[config.mk]
export PLATFORM = sky130hd
export DESIGN_NAME = source_text_tokenizer
export DESIGN_NICKNAME = d
export VERILOG_FILES = /design/src/hw/rtl/stt_pkg.sv /design/src/hw/rtl/source_text_tokenizer.sv
export SDC_FILE = /design/constraint.sdc
export NUM_CORES = 1
export LEC_CHECK = 0
export BUFFER_PORTS_ARGS = -buffer_cell sky130_fd_sc_hd__buf_2
export CAP_MARGIN = 5
export CORE_ASPECT_RATIO = 1.5
export CORE_MARGIN = 4
export CORE_UTILIZATION = 45
export CTS_CLUSTER_DIAMETER = 80
export DETAILED_ROUTE_END_ITERATION = 10
export PLACE_DENSITY = 0.67
export SLEW_MARGIN = 20
export SYNTH_ARGS = -nofsm -noshare
export SYNTH_HDL_FRONTEND = slang
export SYNTH_SLANG_ARGS = --single-unit
[constraint.sdc]
create_clock -name clk_i -period 7.2 [get_ports clk_i]
set_input_delay 0.72 -clock clk_i [delete_from_list [all_inputs] [get_ports clk_i]]
set_output_delay 0.72 -clock clk_i [all_outputs]
set_load 0.005 [all_outputs]
[src/hw/rtl/stt_pkg.sv]
`default_nettype none

package stt_pkg;

  // Character codes the scanner reacts to
  localparam logic [7:0] CH_SPACE  = 8'h20;
  localparam logic [7:0] CH_TAB    = 8'h09;
  localparam logic [7:0] CH_CR     = 8'h0D;
  localparam logic [7:0] CH_LF     = 8'h0A;
  localparam logic [7:0] CH_DQUOTE = 8'h22;
  localparam logic [7:0] CH_SQUOTE = 8'h27;

  // Longest legal char literal, opening quote included, before the closing quote
  localparam int unsigned CHAR_MAX_LEN = 3;

  // Result error codes
  localparam logic [1:0] ERR_NONE          = 2'd0;
  localparam logic [1:0] ERR_OPEN_STRING   = 2'd1;
  localparam logic [1:0] ERR_OPEN_CHAR     = 2'd2;
  localparam logic [1:0] ERR_CHAR_OVERFLOW = 2'd3;

  // Result queue
  localparam int unsigned FIFO_DEPTH = 4;
  localparam int unsigned FIFO_AW    = $clog2(FIFO_DEPTH);

  typedef struct packed {
    logic [15:0] line;
    logic [15:0] column;
    logic [15:0] length;
    logic [1:0]  err;
    logic        last;
  } token_rec_t;

  function automatic logic is_delim(input logic [7:0] b);
    logic hit;
    hit = 1'b0;
    case (b) inside
      CH_SPACE, CH_CR, CH_LF,
      "(", ")", "{", "}", "[", "]",
      "+", "-", "/", "*", "=",
      ",", ".", ";", ":": hit = 1'b1;
      default:           hit = 1'b0;
    endcase
    return hit;
  endfunction

endpackage

`default_nettype wire

[src/hw/rtl/source_text_tokenizer.sv]
// source_text_tokenizer: scans a byte stream of source text and emits one
// record per finished token (start line, start column, length in bytes).
// Space, tab, CR and LF between tokens are skipped; only a skipped LF bumps
// the line. Words end at a delimiter, every non-space delimiter is a token
// of its own, and quoted strings / chars run to their closing quote. An
// overlong char or a literal still open at source_end gives an error record
// and the block then swallows all further bytes until reset. Rate: one byte
// per clock while in_stall_o is low. The scan state is updated once per
// accepted byte; a byte can yield two records (a word closed by a one-byte
// delimiter), so results go through a registered 4-entry queue and
// in_stall_o rises when fewer than two entries are free. Output drains one
// record per clock while out_stall_i is low, so the byte rate holds as long
// as the sink keeps up and text averages at most one token per byte.
`default_nettype none

module source_text_tokenizer
  import stt_pkg::*;
#(
  parameter int unsigned COUNT_WIDTH = 16
) (
  input  wire logic        clk_i,
  input  wire logic        rst_ni,
  input  wire logic        in_valid_i,
  output logic             in_stall_o,
  input  wire logic [7:0]  text_byte_i,
  input  wire logic        source_end_i,
  output logic             out_valid_o,
  input  wire logic        out_stall_i,
  output logic [15:0]      token_line_o,
  output logic [15:0]      token_column_o,
  output logic [15:0]      token_length_o,
  output logic [1:0]       error_code_o,
  output logic             run_last_o
);

  localparam int unsigned W  = COUNT_WIDTH;
  localparam int unsigned XW = (W > 16) ? W : 16;

  // scan modes
  localparam logic [1:0] MODE_IDLE   = 2'd0;
  localparam logic [1:0] MODE_WORD   = 2'd1;
  localparam logic [1:0] MODE_STRING = 2'd2;
  localparam logic [1:0] MODE_CHAR   = 2'd3;

  function automatic logic [W-1:0] sat_inc(input logic [W-1:0] v);
    return (v == {W{1'b1}}) ? v : v + W'(1);
  endfunction

  function automatic logic [15:0] clamp16(input logic [W-1:0] v);
    logic [XW-1:0] x;
    x = XW'(v);
    return (x > XW'(16'hFFFF)) ? 16'hFFFF : x[15:0];
  endfunction

  function automatic token_rec_t make_rec(input logic [W-1:0] ln,
                                          input logic [W-1:0] col,
                                          input logic [W-1:0] len,
                                          input logic [1:0]   err);
    token_rec_t r;
    r.line   = clamp16(ln);
    r.column = clamp16(col);
    r.length = clamp16(len);
    r.err    = err;
    r.last   = 1'b0;
    return r;
  endfunction

  // scan state
  logic [1:0]   mode_q, mode_d;
  logic [W-1:0] line_q, line_d;
  logic [W-1:0] col_q, col_d;
  logic [W-1:0] start_line_q, start_line_d;
  logic [W-1:0] start_col_q, start_col_d;
  logic [W-1:0] len_q, len_d;
  logic         halted_q, halted_d;

  // result queue
  token_rec_t           fifo_q [FIFO_DEPTH];
  logic [FIFO_AW-1:0]   wr_ptr_q, rd_ptr_q;
  logic [FIFO_AW:0]     cnt_q;

  logic       in_acc, out_pop;
  logic [1:0] push_n;
  token_rec_t res_a, res_b;

  assign in_stall_o = (cnt_q > (FIFO_AW + 1)'(FIFO_DEPTH - 2));
  assign in_acc     = in_valid_i && !in_stall_o;
  assign out_valid_o = (cnt_q != '0);
  assign out_pop    = out_valid_o && !out_stall_i;

  // next scan state and the records this byte produces
  always_comb begin
    logic as_idle;
    logic err_stop;
    logic line_reset;
    token_rec_t rec;

    mode_d       = mode_q;
    line_d       = line_q;
    col_d        = col_q;
    start_line_d = start_line_q;
    start_col_d  = start_col_q;
    len_d        = len_q;
    halted_d     = halted_q;
    push_n       = 2'd0;
    res_a        = '0;
    res_b        = '0;
    as_idle      = 1'b0;
    err_stop     = 1'b0;
    line_reset   = 1'b0;
    rec          = '0;

    if (in_acc && !halted_q) begin
      unique case (mode_q)
        MODE_WORD: begin
          if (is_delim(text_byte_i)) begin
            res_a   = make_rec(start_line_q, start_col_q, len_q, ERR_NONE);
            push_n  = 2'd1;
            mode_d  = MODE_IDLE;
            as_idle = 1'b1;
          end else begin
            len_d = sat_inc(len_q);
          end
        end
        MODE_STRING: begin
          len_d = sat_inc(len_q);
          if (text_byte_i == CH_DQUOTE) begin
            res_a  = make_rec(start_line_q, start_col_q, len_d, ERR_NONE);
            push_n = 2'd1;
            mode_d = MODE_IDLE;
          end
        end
        MODE_CHAR: begin
          len_d = sat_inc(len_q);
          if (text_byte_i == CH_SQUOTE) begin
            if (len_q > W'(CHAR_MAX_LEN)) begin
              res_a    = make_rec(start_line_q, start_col_q, len_d, ERR_CHAR_OVERFLOW);
              push_n   = 2'd1;
              halted_d = 1'b1;
              err_stop = 1'b1;
            end else begin
              res_a  = make_rec(start_line_q, start_col_q, len_d, ERR_NONE);
              push_n = 2'd1;
              mode_d = MODE_IDLE;
            end
          end
        end
        default: as_idle = 1'b1;
      endcase

      if (as_idle) begin
        if (text_byte_i == CH_SPACE || text_byte_i == CH_TAB || text_byte_i == CH_CR) begin
          // skipped
        end else if (text_byte_i == CH_LF) begin
          line_d     = sat_inc(line_q);
          line_reset = 1'b1;
        end else if (text_byte_i == CH_DQUOTE || text_byte_i == CH_SQUOTE) begin
          mode_d       = (text_byte_i == CH_DQUOTE) ? MODE_STRING : MODE_CHAR;
          start_line_d = line_q;
          start_col_d  = col_q;
          len_d        = W'(1);
        end else if (is_delim(text_byte_i)) begin
          rec = make_rec(line_q, col_q, W'(1), ERR_NONE);
          if (push_n == 2'd0) res_a = rec;
          else                res_b = rec;
          push_n = push_n + 2'd1;
        end else begin
          mode_d       = MODE_WORD;
          start_line_d = line_q;
          start_col_d  = col_q;
          len_d        = W'(1);
        end
      end

      if (!err_stop) begin
        col_d = line_reset ? '0 : sat_inc(col_q);
      end

      // end of source: flush a word, flag an open literal, restart position unless halted
      if (source_end_i && !err_stop) begin
        if (mode_d != MODE_IDLE) begin
          rec = make_rec(start_line_d, start_col_d, len_d,
                         (mode_d == MODE_WORD)   ? ERR_NONE :
                         (mode_d == MODE_STRING) ? ERR_OPEN_STRING : ERR_OPEN_CHAR);
          if (push_n == 2'd0) res_a = rec;
          else                res_b = rec;
          push_n = push_n + 2'd1;
          if (mode_d != MODE_WORD) halted_d = 1'b1;
        end
        if (!halted_d) begin
          mode_d       = MODE_IDLE;
          line_d       = W'(1);
          col_d        = '0;
          start_line_d = W'(1);
          start_col_d  = '0;
          len_d        = '0;
        end
      end

      if (push_n == 2'd1) res_a.last = 1'b1;
      if (push_n == 2'd2) res_b.last = 1'b1;
    end
  end

  always_ff @(posedge clk_i or negedge rst_ni) begin
    if (!rst_ni) begin
      mode_q       <= MODE_IDLE;
      line_q       <= W'(1);
      col_q        <= '0;
      start_line_q <= W'(1);
      start_col_q  <= '0;
      len_q        <= '0;
      halted_q     <= 1'b0;
    end else begin
      mode_q       <= mode_d;
      line_q       <= line_d;
      col_q        <= col_d;
      start_line_q <= start_line_d;
      start_col_q  <= start_col_d;
      len_q        <= len_d;
      halted_q     <= halted_d;
    end
  end

  // queue control
  always_ff @(posedge clk_i or negedge rst_ni) begin
    if (!rst_ni) begin
      wr_ptr_q <= '0;
      rd_ptr_q <= '0;
      cnt_q    <= '0;
    end else begin
      wr_ptr_q <= wr_ptr_q + FIFO_AW'(push_n);
      rd_ptr_q <= rd_ptr_q + FIFO_AW'(out_pop);
      cnt_q    <= cnt_q + (FIFO_AW + 1)'(push_n) - (FIFO_AW + 1)'(out_pop);
    end
  end

  // queue storage
  always_ff @(posedge clk_i) begin
    if (push_n != 2'd0) fifo_q[wr_ptr_q] <= res_a;
    if (push_n == 2'd2) fifo_q[wr_ptr_q + FIFO_AW'(1)] <= res_b;
  end

  assign token_line_o   = fifo_q[rd_ptr_q].line;
  assign token_column_o = fifo_q[rd_ptr_q].column;
  assign token_length_o = fifo_q[rd_ptr_q].length;
  assign error_code_o   = fifo_q[rd_ptr_q].err;
  assign run_last_o     = fifo_q[rd_ptr_q].last;

  // checks
  a_fifo_bound: assert property (@(posedge clk_i) disable iff (!rst_ni)
    cnt_q <= (FIFO_AW + 1)'(FIFO_DEPTH))
    else $error("result queue over capacity");

  a_halt_sticky: assert property (@(posedge clk_i) disable iff (!rst_ni)
    halted_q |=> halted_q)
    else $error("halt released without reset");

  a_halt_silent: assert property (@(posedge clk_i) disable iff (!rst_ni)
    (in_acc && halted_q) |-> (push_n == 2'd0))
    else $error("record produced while halted");

  a_err_alone: assert property (@(posedge clk_i) disable iff (!rst_ni)
    (push_n != 2'd0 && res_a.err != ERR_NONE) |-> (push_n == 2'd1 && halted_d))
    else $error("error record not alone or block not halted");

  a_line_nonzero: assert property (@(posedge clk_i) disable iff (!rst_ni)
    line_q != '0 && start_line_q != '0)
    else $error("line count reached zero");

endmodule

`default_nettype wire
==> flow_metrics.tcl <==
set metrics [dict create \
    run_status "complete, no violations" \
    drt-pass1-iter-count 6 \
    post_synth_mux_area_share 0.215 \
    grt_util_all_layers 0.226 \
    compound_gate_portion_of_the_synthesized_area 0.152 \
    share_of_cells_above_drive_strength_1 0.225 \
    die_area_sq_um 41200 \
    layout.cells.most_common_list "sky130_fd_sc_hd__edfxtp_1 (204), sky130_fd_sc_hd__mux2i_1 (108), sky130_fd_sc_hd__dfrtp_1 (86)" \
    path_class "reg -> reg" \
    drt_iter0_markers 864 \
    most_common_cell_after_layout_fill_and_taps_aside "sky130_fd_sc_hd__edfxtp_1" \
    drt.antenna.violating_nets 0 \
    postPlaceCellArea_sq_um 17900 \
    drt_wl_total_mm 47.3 \
    synth_simple_gate_area_share 0.0850 \
    synthArstFlopShare 0.306 \
    critical-path-slowest-cell "sky130_fd_sc_hd__dfrtp_1" \
    grt_overflow 0 \
    hpwl_mm 30.1 \
    remaining_max_slew_budget_at_the_tightest_pin 0.289 \
    number_of_buffers_on_the_longest_clock_path 3 \
    rows 87 \
    place.port_buffers 65 \
    cellPowerDensity_nw_per_um2 279 \
    critical_path.top_delay_family "compound AO/OA/AOI/OAI gates" \
    cp_data_arrival_time_ns 5.95 \
    slew_violations 0 \
    dr_total_vias 12400 \
    netlist-cell-type-count 84 \
    max_stage_delay_ns 0.67 \
    critPathCaptureType "register" \
    residual_drc 0 \
    start_util 0.455 \
    worst_skew_pair.late_latency_ns 0.58 \
    n_antenna_cell 0 \
    gp_congestion 0.930 \
    min_period_over_period 0.783 \
    post_cts_sizing_count 0 \
    die-height_um 247 \
    synthesis_stage_register_bit_count 294 \
    detail_route.vias_per_cell 6.54 \
    cts.sink_count 294 \
    largest_family_of_logic_cells_by_synthesized_area "multiplexers" \
    start_kind "register" \
    areaGrowthSynthToFinish_pct 9.95 \
    cts.clk_slew.worst_paths_ns 0.07 \
    crit_path_cell_trace "inv_1 > a2111oi_2 > buf_4 > nand2b_1 > ha_1 > nor2_1 > a311o_1 > nor2_1 > inv_1 > ha_1 > inv_1 > a2111o_1 > a2bb2oi_2 > nand2b_2 > buf_4 > mux2_2" \
    finalNetCount 1411 \
    synthesis.instances 1388 \
    cts_buffers 29 \
    stdcell_area_sq_um 18800 \
    irDropWorstVdd_mv 0.211 \
    timing.critical_path.fanout_max 24 \
    average_cell_area_after_synthesis_sq_um 12.3 \
    post-cts-setup-buffer-count 0 \
    cts_tree "yes" \
    clockRootBuffer "sky130_fd_sc_hd__clkbuf_16" \
    floorplan.core_area_sq_um 37600 \
    drt-wirelength-per-cell_um 24.9 \
    grt_pass1_vias 12600 \
    cts-htree-levels 1 \
    critical_path_required_ns 7.51 \
    synth-main-ff-cell "sky130_fd_sc_hd__edfxtp_1" \
    cpMostUsedCell "sky130_fd_sc_hd__inv_1" \
    synthesis.area_sq_um 17100 \
    antenna_violations_before_repair 0 \
    die-width_um 167 \
    setup_viol 0 \
    tightest_slew_ns 1.06 \
    synth_xor_xnor_area_share 0.00820 \
    holdBufCountCts 0 \
    worstHoldPathType "in -> async" \
    cp_num_buf_inv 5 \
    syn-num-nets 1415 \
    rsz0062_at_grt "false" \
    number_of_cells_after_detailed_placement 1841 \
    grt_pass1_wl_mm 74.1 \
    power.leakage_nw 7.08 \
    hold_violations 0 \
    cap_violations 0 \
    clock-skew-final_ns 0.0260 \
    synth_warnings 0 \
    ys_seq_area_frac 0.490 \
    grt_start_max_net_pins 53 \
    clock_period_minus_worst_slack_ns 5.64 \
    synth_fa_ha_area_frac 0.0107 \
    max_freq_ghz 0.177 \
    instances_no_fill 1895 \
    boundaryPins 66 \
    synth-edff-count 204 \
]
## synthesized netlist by cell type, types with 4 or more instances
library cell	n	area share
sky130_fd_sc_hd__a31o_2	4	0.0020
sky130_fd_sc_hd__o211ai_1	15	0.0066
sky130_fd_sc_hd__nand4_1	12	0.0044
sky130_fd_sc_hd__nor2b_1	5	0.0018
sky130_fd_sc_hd__xor2_1	8	0.0041
sky130_fd_sc_hd__o21bai_1	4	0.0018
sky130_fd_sc_hd__nor3_1	19	0.0056
sky130_fd_sc_hd__o21ai_0	45	0.013
sky130_fd_sc_hd__nor4_1	10	0.0037
sky130_fd_sc_hd__nor2_1	51	0.011
sky130_fd_sc_hd__a221oi_1	34	0.017
sky130_fd_sc_hd__clkbuf_1	74	0.016
sky130_fd_sc_hd__nand2b_1	14	0.0051
sky130_fd_sc_hd__buf_1	13	0.0029
sky130_fd_sc_hd__o22a_1	6	0.0031
sky130_fd_sc_hd__or3_1	10	0.0037
sky130_fd_sc_hd__or2_2	4	0.0015
sky130_fd_sc_hd__and4_1	8	0.0041
sky130_fd_sc_hd__inv_1	23	0.0050
sky130_fd_sc_hd__ha_1	13	0.0095
sky130_fd_sc_hd__nand3_1	24	0.0070
sky130_fd_sc_hd__xnor2_1	8	0.0041
sky130_fd_sc_hd__and2_1	5	0.0018
sky130_fd_sc_hd__and3_1	14	0.0051
sky130_fd_sc_hd__buf_6	5	0.0033
sky130_fd_sc_hd__nand3b_1	5	0.0022
sky130_fd_sc_hd__mux2_2	81	0.053
sky130_fd_sc_hd__nand2_1	74	0.016
sky130_fd_sc_hd__a22o_1	38	0.019
sky130_fd_sc_hd__a211o_1	5	0.0026
sky130_fd_sc_hd__edfxtp_1	204	0.36
sky130_fd_sc_hd__dfrtp_1	88	0.13
sky130_fd_sc_hd__a32o_1	31	0.018
sky130_fd_sc_hd__a21oi_1	60	0.018
sky130_fd_sc_hd__buf_2	33	0.0097
sky130_fd_sc_hd__mux2i_1	109	0.064
sky130_fd_sc_hd__a211oi_1	38	0.017
sky130_fd_sc_hd__mux2_1	47	0.031
sky130_fd_sc_hd__mux4_2	51	0.067
sky130_fd_sc_hd__a31oi_1	25	0.0091
## path summary, 6_finish.rpt
| path | end | startpoint | cells after the start | slack [ns] |
|---|---|---|---|---|
| worst min register to register | start_line_q[0] | start_line_q[0] | 2 | 0.49 |
| worst max-delay path | fifo_q[1][22] | mode_q[1] | 16 | 1.56 |
| max in group asynchronous | line_q[4] | rst_ni | 2 | 5.90 |
| min in group clk_i | start_line_q[0] | start_line_q[0] | 2 | 0.49 |
| worst min-delay path | cnt_q[2] | rst_ni | 1 | 0.16 |
| worst max register to register | fifo_q[1][22] | mode_q[1] | 16 | 1.56 |
## sequential cells by signal, summed over array words and instances (netlist names)
register and flops:
cnt_q 3, col_q 16, fifo_q 204, halted_q 1
len_q 16, line_q 16, mode_q 2, rd_ptr_q 2
start_col_q 16, start_line_q 16, wr_ptr_q 2
## routing by layer
metal	up-vias	global-route usage	wire length, um
met5	-	0	0
met4	0	0.102	2100
met3	130	0.0248	2680
met2	461	0.409	24600
met1	6278	0.270	17900
li1	5518	-	-
## per-stage QoR
stage                     setup slack, ns  setup TNS (ns)   util  hold slack [ns]  total power [W]
after CTS                            1.62               0  0.500            0.184          0.00526
after detailed placement             1.14               0  0.476            0.478          0.00376
after global routing                 1.25               0  0.501            0.216          0.00549
final                                1.56               0  0.501            0.156          0.00524
after global placement               1.35               0  0.475            0.466          0.00373
after floorplan                    -0.196          -19.97      -            0.424          0.00315
## kinds of logic after synthesis
family / Yosys count
AOI/OAI and AO/OA: 350
muxes: 288
DFF: 294
and+or+nand+nor: 275
buffers and inverters: 151
xor gates and xnor gates: 16
adders and majority gates: 14
## power breakdown
part / internal [W] / switching (W)
logic: 0.000670 / 0.000932
registers: 0.00191 / 0.000218
clock network: 0.000831 / 0.000682
## area by class of cell
class | count | area (sq um)
inverters | 23 | 86.3
well taps | 489 | 612
multi-input cells | 943 | 8190
repair buffers | 93 | 598
clock inverters | 20 | 166
clock buffers | 33 | 761
fillers | 3289 | 18800
flip-flops and latches | 294 | 8390
Note: power is estimated with default switching activity, not from simulation.
